### src/ccal_pkg.sv
package ccal_pkg;

   localparam int SEC_W      = 6;
   localparam int MIN_W      = 6;
   localparam int HOUR_W     = 5;
   localparam int DAY_W      = 5;
   localparam int MONTH_W    = 4;
   localparam int YEAR_W     = 14;
   localparam int CSR_IDX_W  = 2;
   localparam int CSR_DATA_W = 6;

   localparam logic [SEC_W-1:0]   SEC_MAX     = 6'd59;
   localparam logic [MIN_W-1:0]   MIN_MAX     = 6'd59;
   localparam logic [HOUR_W-1:0]  HOUR_MAX    = 5'd23;
   localparam logic [DAY_W-1:0]   DAY_FIRST   = 5'd1;
   localparam logic [MONTH_W-1:0] MONTH_FIRST = 4'd1;
   localparam logic [MONTH_W-1:0] MONTH_MAX   = 4'd12;
   localparam logic [YEAR_W-1:0]  YEAR_MAX    = 14'd9999;
   localparam logic [YEAR_W-1:0]  YEAR_RESET  = 14'd1000;

   // Divisibility by 25: multiply by the inverse of 25 modulo 2^14, then
   // the low product is at most floor((2^14 - 1) / 25) exactly for multiples.
   localparam logic [YEAR_W-1:0]  INV25       = 14'd7209;
   localparam logic [YEAR_W-1:0]  DIV25_LIMIT = 14'd655;

   localparam logic OP_TICK = 1'b0;
   localparam logic OP_LOAD = 1'b1;

   localparam logic [CSR_IDX_W-1:0] CSR_ALARM_HOUR   = 2'd0;
   localparam logic [CSR_IDX_W-1:0] CSR_ALARM_MINUTE = 2'd1;
   localparam logic [CSR_IDX_W-1:0] CSR_ALARM_ARMED  = 2'd2;

   typedef struct packed {
      logic [YEAR_W-1:0]  year;
      logic [MONTH_W-1:0] month;
      logic [DAY_W-1:0]   day;
      logic [HOUR_W-1:0]  hour;
      logic [MIN_W-1:0]   minute;
      logic [SEC_W-1:0]   second;
   } ccal_time_type;

   // Gregorian rule: leap = div4 and (not div100 or div400).
   // With div4 given, div100 is div25 and div400 is div16 and div25.
   function automatic logic is_leap(input logic [YEAR_W-1:0] year);
      logic [YEAR_W-1:0] prod;
      logic              div25;
      prod  = year * INV25;
      div25 = (prod <= DIV25_LIMIT);
      return (year[1:0] == 2'd0) && (!div25 || (year[3:0] == 4'd0));
   endfunction

   function automatic logic [DAY_W-1:0] month_length(input logic [MONTH_W-1:0] month,
                                                     input logic leap);
      logic [DAY_W-1:0] len;
      case (month) inside
         4'd1, 4'd3, 4'd5, 4'd7, 4'd8, 4'd10, 4'd12: len = 5'd31;
         4'd4, 4'd6, 4'd9, 4'd11:                    len = 5'd30;
         4'd2:                                       len = leap ? 5'd29 : 5'd28;
         default:                                    len = 5'd0;
      endcase
      return len;
   endfunction

endpackage

### src/ccal_next.sv
module ccal_next (
   input  ccal_pkg::ccal_time_type cur,
   input  logic                    operation,
   input  ccal_pkg::ccal_time_type load,
   output ccal_pkg::ccal_time_type nxt,
   output logic                    rejected
);
   import ccal_pkg::*;

   ccal_time_type    ticked;
   logic             sec_wrap;
   logic             min_wrap;
   logic             hour_wrap;
   logic             day_wrap;
   logic             month_wrap;
   logic [DAY_W-1:0] cur_len;
   logic [DAY_W-1:0] load_len;
   logic             load_ok;

   // carry chain for one-second advance
   always_comb begin
      cur_len    = month_length(cur.month, is_leap(cur.year));
      sec_wrap   = (cur.second >= SEC_MAX);
      min_wrap   = sec_wrap && (cur.minute >= MIN_MAX);
      hour_wrap  = min_wrap && (cur.hour >= HOUR_MAX);
      day_wrap   = hour_wrap && (cur.day >= cur_len);
      month_wrap = day_wrap && (cur.month >= MONTH_MAX);

      ticked        = cur;
      ticked.second = sec_wrap ? '0 : cur.second + 6'd1;
      if (sec_wrap) begin
         ticked.minute = min_wrap ? '0 : cur.minute + 6'd1;
      end
      if (min_wrap) begin
         ticked.hour = hour_wrap ? '0 : cur.hour + 5'd1;
      end
      if (hour_wrap) begin
         ticked.day = day_wrap ? DAY_FIRST : cur.day + 5'd1;
      end
      if (day_wrap) begin
         ticked.month = month_wrap ? MONTH_FIRST : cur.month + 4'd1;
      end
      if (month_wrap) begin
         ticked.year = (cur.year >= YEAR_MAX) ? '0 : cur.year + 14'd1;
      end
   end

   // range check of a load, day against the loaded month and year
   always_comb begin
      load_len = month_length(load.month, is_leap(load.year));
      load_ok  = (load.second <= SEC_MAX) && (load.minute <= MIN_MAX) &&
                 (load.hour <= HOUR_MAX) && (load.month >= MONTH_FIRST) &&
                 (load.month <= MONTH_MAX) && (load.year <= YEAR_MAX) &&
                 (load.day >= DAY_FIRST) && (load.day <= load_len);
   end

   always_comb begin
      if (operation == OP_TICK) begin
         nxt      = ticked;
         rejected = 1'b0;
      end else begin
         nxt      = load_ok ? load : cur;
         rejected = !load_ok;
      end
   end

endmodule

### src/calendar_clock_with_alarm.sv
// Calendar clock with alarm compare. Each req word is either a one-second
// tick (req_operation = 0) or a load of a full date and time (req_operation
// = 1); every req word yields exactly one rsp word carrying the time and date
// after it, load_rejected for a load with any field out of range (day checked
// against the month length, Gregorian leap rule, year 0..9999) which leaves the
// clock untouched, and alarm_match when armed and hour and minute equal the
// alarm setting. After reset the clock reads 00:00:00, 1 January 1000, and
// the alarm registers are 0. Throughput is one word per cycle while rsp_ready
// does not hold the result register; a word passes the input register, then the
// carry chain and load check into the result register, where the clock state is
// also updated. The carry chain and leap test (one small constant multiply) sit
// in a single stage between the two registers. Alarm registers are written
// through the csr port (index 0 hour, 1 minute, 2 armed; other indexes are
// dropped) and should be written only while no word is in flight; csr_ready is always high.
module calendar_clock_with_alarm (
   input  logic                              clock,
   input  logic                              reset,
   // request channel
   input  logic                              req_valid,
   output logic                              req_ready,
   input  logic                              req_operation,
   input  logic [ccal_pkg::SEC_W-1:0]        req_load_second,
   input  logic [ccal_pkg::MIN_W-1:0]        req_load_minute,
   input  logic [ccal_pkg::HOUR_W-1:0]       req_load_hour,
   input  logic [ccal_pkg::DAY_W-1:0]        req_load_day,
   input  logic [ccal_pkg::MONTH_W-1:0]      req_load_month,
   input  logic [ccal_pkg::YEAR_W-1:0]       req_load_year,
   // response channel
   output logic                              rsp_valid,
   input  logic                              rsp_ready,
   output logic [ccal_pkg::SEC_W-1:0]        rsp_second_now,
   output logic [ccal_pkg::MIN_W-1:0]        rsp_minute_now,
   output logic [ccal_pkg::HOUR_W-1:0]       rsp_hour_now,
   output logic [ccal_pkg::DAY_W-1:0]        rsp_day_now,
   output logic [ccal_pkg::MONTH_W-1:0]      rsp_month_now,
   output logic [ccal_pkg::YEAR_W-1:0]       rsp_year_now,
   output logic                              rsp_load_rejected,
   output logic                              rsp_alarm_match,
   // register write channel
   input  logic                              csr_valid,
   output logic                              csr_ready,
   input  logic [ccal_pkg::CSR_IDX_W-1:0]    csr_index,
   input  logic [ccal_pkg::CSR_DATA_W-1:0]   csr_data
);
   import ccal_pkg::*;

   // alarm registers
   logic [HOUR_W-1:0] alarm_hour_ff;
   logic [MIN_W-1:0]  alarm_minute_ff;
   logic              alarm_armed_ff;

   // input register
   logic              s1_valid_ff;
   logic              s1_valid_in;
   logic              s1_op_ff;
   ccal_time_type     s1_load_ff;

   // clock state
   ccal_time_type     time_ff;

   // result register
   logic              rsp_valid_ff;
   logic              rsp_valid_in;
   ccal_time_type     rsp_time_ff;
   logic              rsp_rejected_ff;
   logic              rsp_match_ff;

   logic              req_fire;
   logic              s1_fire;
   ccal_time_type     nxt_time;
   logic              nxt_rejected;
   logic              nxt_match;

   assign csr_ready = 1'b1;

   always_ff @(posedge clock) begin
      if (reset) begin
         alarm_hour_ff   <= '0;
         alarm_minute_ff <= '0;
         alarm_armed_ff  <= 1'b0;
      end else if (csr_valid) begin
         unique case (csr_index)
            CSR_ALARM_HOUR:   alarm_hour_ff   <= csr_data[HOUR_W-1:0];
            CSR_ALARM_MINUTE: alarm_minute_ff <= csr_data[MIN_W-1:0];
            CSR_ALARM_ARMED:  alarm_armed_ff  <= csr_data[0];
            default: begin
               // unmapped index: drop the write
            end
         endcase
      end
   end

   // Advance the input register whenever the result register is empty or
   // being drained; accept a new word whenever the input register moves on.
   assign s1_fire   = s1_valid_ff && (!rsp_valid_ff || rsp_ready);
   assign req_ready = !s1_valid_ff || s1_fire;
   assign req_fire  = req_valid && req_ready;

   always_comb begin
      s1_valid_in  = req_fire ? 1'b1 : (s1_fire ? 1'b0 : s1_valid_ff);
      rsp_valid_in = s1_fire ? 1'b1 : ((rsp_valid_ff && rsp_ready) ? 1'b0 : rsp_valid_ff);
   end

   always_ff @(posedge clock) begin
      if (reset) begin
         s1_valid_ff  <= 1'b0;
         rsp_valid_ff <= 1'b0;
      end else begin
         s1_valid_ff  <= s1_valid_in;
         rsp_valid_ff <= rsp_valid_in;
      end
   end

   // hold the request payload until the next stage takes it
   always_ff @(posedge clock) begin
      if (req_fire) begin
         s1_op_ff          <= req_operation;
         s1_load_ff.second <= req_load_second;
         s1_load_ff.minute <= req_load_minute;
         s1_load_ff.hour   <= req_load_hour;
         s1_load_ff.day    <= req_load_day;
         s1_load_ff.month  <= req_load_month;
         s1_load_ff.year   <= req_load_year;
      end
   end

   ccal_next u_next (
      .cur       (time_ff),
      .operation (s1_op_ff),
      .load      (s1_load_ff),
      .nxt       (nxt_time),
      .rejected  (nxt_rejected)
   );

   // alarm compare on the time after this word
   assign nxt_match = alarm_armed_ff && (nxt_time.hour == alarm_hour_ff) &&
                      (nxt_time.minute == alarm_minute_ff);

   always_ff @(posedge clock) begin
      if (reset) begin
         time_ff.second <= '0;
         time_ff.minute <= '0;
         time_ff.hour   <= '0;
         time_ff.day    <= DAY_FIRST;
         time_ff.month  <= MONTH_FIRST;
         time_ff.year   <= YEAR_RESET;
      end else if (s1_fire) begin
         time_ff <= nxt_time;
      end
   end

   always_ff @(posedge clock) begin
      if (s1_fire) begin
         rsp_time_ff     <= nxt_time;
         rsp_rejected_ff <= nxt_rejected;
         rsp_match_ff    <= nxt_match;
      end
   end

   assign rsp_valid         = rsp_valid_ff;
   assign rsp_second_now    = rsp_time_ff.second;
   assign rsp_minute_now    = rsp_time_ff.minute;
   assign rsp_hour_now      = rsp_time_ff.hour;
   assign rsp_day_now       = rsp_time_ff.day;
   assign rsp_month_now     = rsp_time_ff.month;
   assign rsp_year_now      = rsp_time_ff.year;
   assign rsp_load_rejected = rsp_rejected_ff;
   assign rsp_alarm_match   = rsp_match_ff;

   // clock state never leaves the valid calendar range
   a_time_in_range: assert property (@(posedge clock) disable iff (reset)
      (time_ff.second <= SEC_MAX) && (time_ff.minute <= MIN_MAX) &&
      (time_ff.hour <= HOUR_MAX) && (time_ff.day >= DAY_FIRST) &&
      (time_ff.day <= month_length(time_ff.month, is_leap(time_ff.year))) &&
      (time_ff.month >= MONTH_FIRST) && (time_ff.month <= MONTH_MAX) &&
      (time_ff.year <= YEAR_MAX))
      else $error("clock state out of range");

   // a rejected load leaves the clock untouched
   a_reject_holds: assert property (@(posedge clock) disable iff (reset)
      (s1_fire && nxt_rejected) |=> $stable(time_ff))
      else $error("rejected load changed the clock");

   // a tick is never flagged as rejected
   a_tick_not_rejected: assert property (@(posedge clock) disable iff (reset)
      (s1_fire && (s1_op_ff == OP_TICK)) |=> !rsp_rejected_ff)
      else $error("tick flagged as rejected");

   // the response shows the clock state it produced
   a_rsp_tracks_state: assert property (@(posedge clock) disable iff (reset)
      s1_fire |=> (rsp_time_ff == time_ff))
      else $error("response time differs from clock state");

endmodule
### config.mk
export PLATFORM = sky130hd
export DESIGN_NAME = calendar_clock_with_alarm
export DESIGN_NICKNAME = d
export VERILOG_FILES = /design/src/ccal_pkg.sv /design/src/ccal_next.sv /design/src/calendar_clock_with_alarm.sv
export SDC_FILE = /design/constraint.sdc
export NUM_CORES = 1
export LEC_CHECK = 0
export BUFFER_PORTS_ARGS = -buffer_cell sky130_fd_sc_hd__buf_2
export CAP_MARGIN = 30
export CORE_UTILIZATION = 55
export CTS_BUF_LIST = sky130_fd_sc_hd__clkbuf_16
export DETAILED_ROUTE_END_ITERATION = 16
export PLACE_DENSITY = 0.8
export SKIP_CTS_REPAIR_TIMING = 1
export SLEW_MARGIN = 0
export SYNTH_ARGS = -nofsm -noshare
export SYNTH_HDL_FRONTEND = slang
export SYNTH_SLANG_ARGS = --single-unit
### constraint.sdc
create_clock -name clock -period 7.1 [get_ports clock]
set_clock_uncertainty 0.2 [all_clocks]
set_input_delay 1.065 -clock clock [delete_from_list [all_inputs] [get_ports clock]]
set_output_delay 1.065 -clock clock [all_outputs]
set_load 0.005 [all_outputs]
==> results.json <==
{
  "num_vias": 7584,
  "grt_setup_unrepaired": "false",
  "startpoint_type": "flop",
  "clkLatencyLatePin_ns": 0.44,
  "drive_gt1_frac": 0.167,
  "io_pins": 99,
  "fin_nets": 1207,
  "p_leak_uw": 0.00457,
  "p_per_area_mw_per_mm2": 232,
  "drt_wl_total_microns": 22100,
  "synth-async-reset-ratio": 0,
  "power_uw": 2420,
  "drt_iter0_markers": 737,
  "worstPathRequired_ns": 7.20,
  "path_class": "flop to flop",
  "synth-seq-cells": 137,
  "cp_max_fo": 8,
  "synth.distinct_cells": 78,
  "numCtsBuffers": 17,
  "globalRouteOverflowTotal": 0,
  "ys_warn_count": 0,
  "synth_edf_count": 83,
  "synth_area_sq_mm": 0.00910,
  "clk_pin_slew_ns": 0.06,
  "drtPass1Iterations": 7,
  "post_drt_wl_per_cell_microns": 17.5,
  "grt_pass1_wl_microns": 35300,
  "arrival_ns": 6.79,
  "syn_area_per_cell_sq_um": 9.74,
  "grt_pass1_vias": 7005,
  "final.period_utilization": 0.943,
  "drv_slew": 0,
  "grt_antenna_before_repair": 0,
  "area_growth_pct": 14.3,
  "p_switching_uw": 759,
  "place_congestion": 0.920,
  "initial_core_util": 0.569,
  "sequentialPowerShare": 0.388,
  "yosys.area_share.simple": 0.145,
  "clockBufferDepth": 2,
  "pre_cts_ws_ns": 0.332,
  "ys_top_cells_by_area": "edfxtp_1 (27%), ha_1 (13%), dfxtp_1 (12%), fa_1 (4.8%), inv_1 (4.0%)",
  "max-vdd-ir-drop_uv": 182,
  "synth_compound_area_frac": 0.158,
  "grt.total_usage": 0.273,
  "p_clk_frac": 0.334,
  "vias_per_cell": 6.00,
  "synthXorXnorAreaFrac": 0.0414,
  "mostFrequentLayoutCell": "inv_1",
  "yosys.area.top_type": "edfxtp_1",
  "rows": 46,
  "combPwrFrac": 0.278,
  "status": "completed",
  "endpoint_kind": "flop",
  "cap_violations": 0,
  "p_int_uw": 1660,
  "h-tree-depth": 4,
  "hold_viol_final": 0,
  "swShare": 0.314,
  "die_h_microns": 131,
  "drc": 0,
  "final_cells": 1263,
  "placement.io_buffers": 97,
  "ant_nets": 0,
  "synth_top_area_frac": 0.274,
  "setup_ws_ns": 0.405,
  "cts.sink_count": 137,
  "antenna_cells": 0,
  "finalSetupViolations": 0,
  "synth_top_flop_cell": "edfxtp_1",
  "slew_headroom": 0.367,
  "most-common-layout-cells": "inv_1 (98), ha_1 (97), buf_2 (97), nor2_1 (86), edfxtp_1 (83)",
  "synth_nets": 1107,
  "synthMuxAreaShare": 0.0227,
  "post-dp-hpwl_microns": 16300,
  "whs_ns": 0.321,
  "grt_max_degree": 57,
  "syn_inst": 934,
  "fin_setup_tns_ns": 0,
  "fmax_mhz": 149,
  "cts_root_buf": "clkbuf_16",
  "coreArea_sq_mm": 0.0160,
  "period_needed_ns": 6.69,
  "hold_class": "flop to flop",
  "dieArea_sq_mm": 0.0171,
  "seq_area_frac_synth": 0.393,
  "fp.dieW_microns": 131,
  "worst_slew_pin_slew_ns": 0.948,
  "synth_top_family_by_area": "adder cells",
  "cts_tree": "yes",
  "synthAdderAreaFrac": 0.182,
  "dp_cells": 1231
}
## cell type report
cell class / count / area (sq um)
sequential: 137 / 3570
fill: 1328 / 5600
timing repair buffer: 119 / 651
multi-input combinational: 661 / 5000
tap: 216 / 270
clock inverter: 14 / 83.8
inverter: 98 / 368
clock buffer: 18 / 450
## cells in the mapped netlist (5+ instances only)
cell type   n
nand4_1     8
inv_1      96
nor3b_1     5
ha_1       97
nor2_1     86
xor2_1     10
clkbuf_1   29
mux2i_1    15
or4_1       5
a211oi_1    9
dfxtp_1    54
a211o_1     6
o21ai_1     9
mux2_2      5
o21ai_0    23
nor2b_1     5
o211ai_1    5
or3_1       7
fa_1       22
nand2_1    71
a31oi_1    11
a21oi_1    54
nor3_1     30
a311oi_1    5
o31ai_1     5
a21o_1     12
a221oi_1    5
o21a_1      7
nor4_1     10
xnor2_1    33
nand3_1    23
edfxtp_1   83
a221o_1     5
## final timing paths
| check | from | endpoint | slack, ns | depth (start not counted) |
|---|---|---|---|---|
| min reg2reg | alarm_minute_ff[1] | alarm_minute_ff[1] | 0.32 | 2 |
| max | s1_load_ff[28] | rsp_alarm_match | 0.41 | 23 |
| max reg2reg | s1_load_ff[28] | rsp_alarm_match | 0.41 | 23 |
| min | alarm_minute_ff[1] | alarm_minute_ff[1] | 0.32 | 2 |
## stage by stage
| step | area (sq um) | util |
|---|---|---|
| finish | 10400 | 0.650 |
| global route | 10400 | 0.650 |
| CTS | 10400 | 0.650 |
| detailed placement | 9860 | 0.617 |
| global placement | 9860 | 0.617 |
| floorplan | 9100 | - |
## sequential cells by signal, summed over array words and instances, names as in the netlist
signal             cells
rsp_year_now          14
alarm_minute_ff        6
alarm_hour_ff          5
s1_load_ff            40
rsp_minute_now         6
alarm_armed_ff         1
rsp_month_now          4
rsp_load_rejected      1
time_ff               40
s1_valid_ff            1
rsp_day_now            5
rsp_second_now         6
rsp_valid              1
rsp_hour_now           5
rsp_alarm_match        1
s1_op_ff               1
## power by group through the flow
stage               clock (uW)  combinational (uW)  sequential, uW
global route               843                 765             942
finish                     806                 673             937
global placement             0                 644             950
detailed placement           0                 669             952
CTS                        812                 675             936
floorplan                    0                 505             941
## metal layers
| layer | GRT usage | part of all wire | vias to the layer above |
|---|---|---|---|
| li1 | - | - | 3571 |
| met1 | 0.389 | 0.45 | 3595 |
| met4 | 0.103 | 0.023 | 0 |
| met5 | 0 | 0 | - |
| met2 | 0.414 | 0.45 | 375 |
| met3 | 0.0485 | 0.083 | 43 |
## cell families after synthesis
family	Yosys count
AND/OR/NAND/NOR	275
AO/OA/AOI/OAI	203
flip-flops	137
buffers and inverters	136
adder cells (fa/ha/maj)	119
XOR/XNOR	43
multiplexers	20
other	1
## critical path, cell delays in order (launching register included)
cell	delay [ns]
edfxtp_1	0.51
ha_1	0.27
ha_1	0.29
ha_1	0.27
inv_1	0.05
fa_1	0.53
inv_1	0.04
ha_1	0.22
fa_1	0.41
a21o_1	0.20
a21oi_1	0.22
nor2b_1	0.07
o21ai_0	0.29
mux2_2	0.38
a211o_1	0.25
a221oi_1	0.31
ha_1	0.30
a31oi_1	0.22
o31a_2	0.33
nor3_1	0.10
nor3_1	0.42
xnor2_1	0.13
nor4_1	0.34
and4_1	0.23
Power figures use the tool's default switching activity.
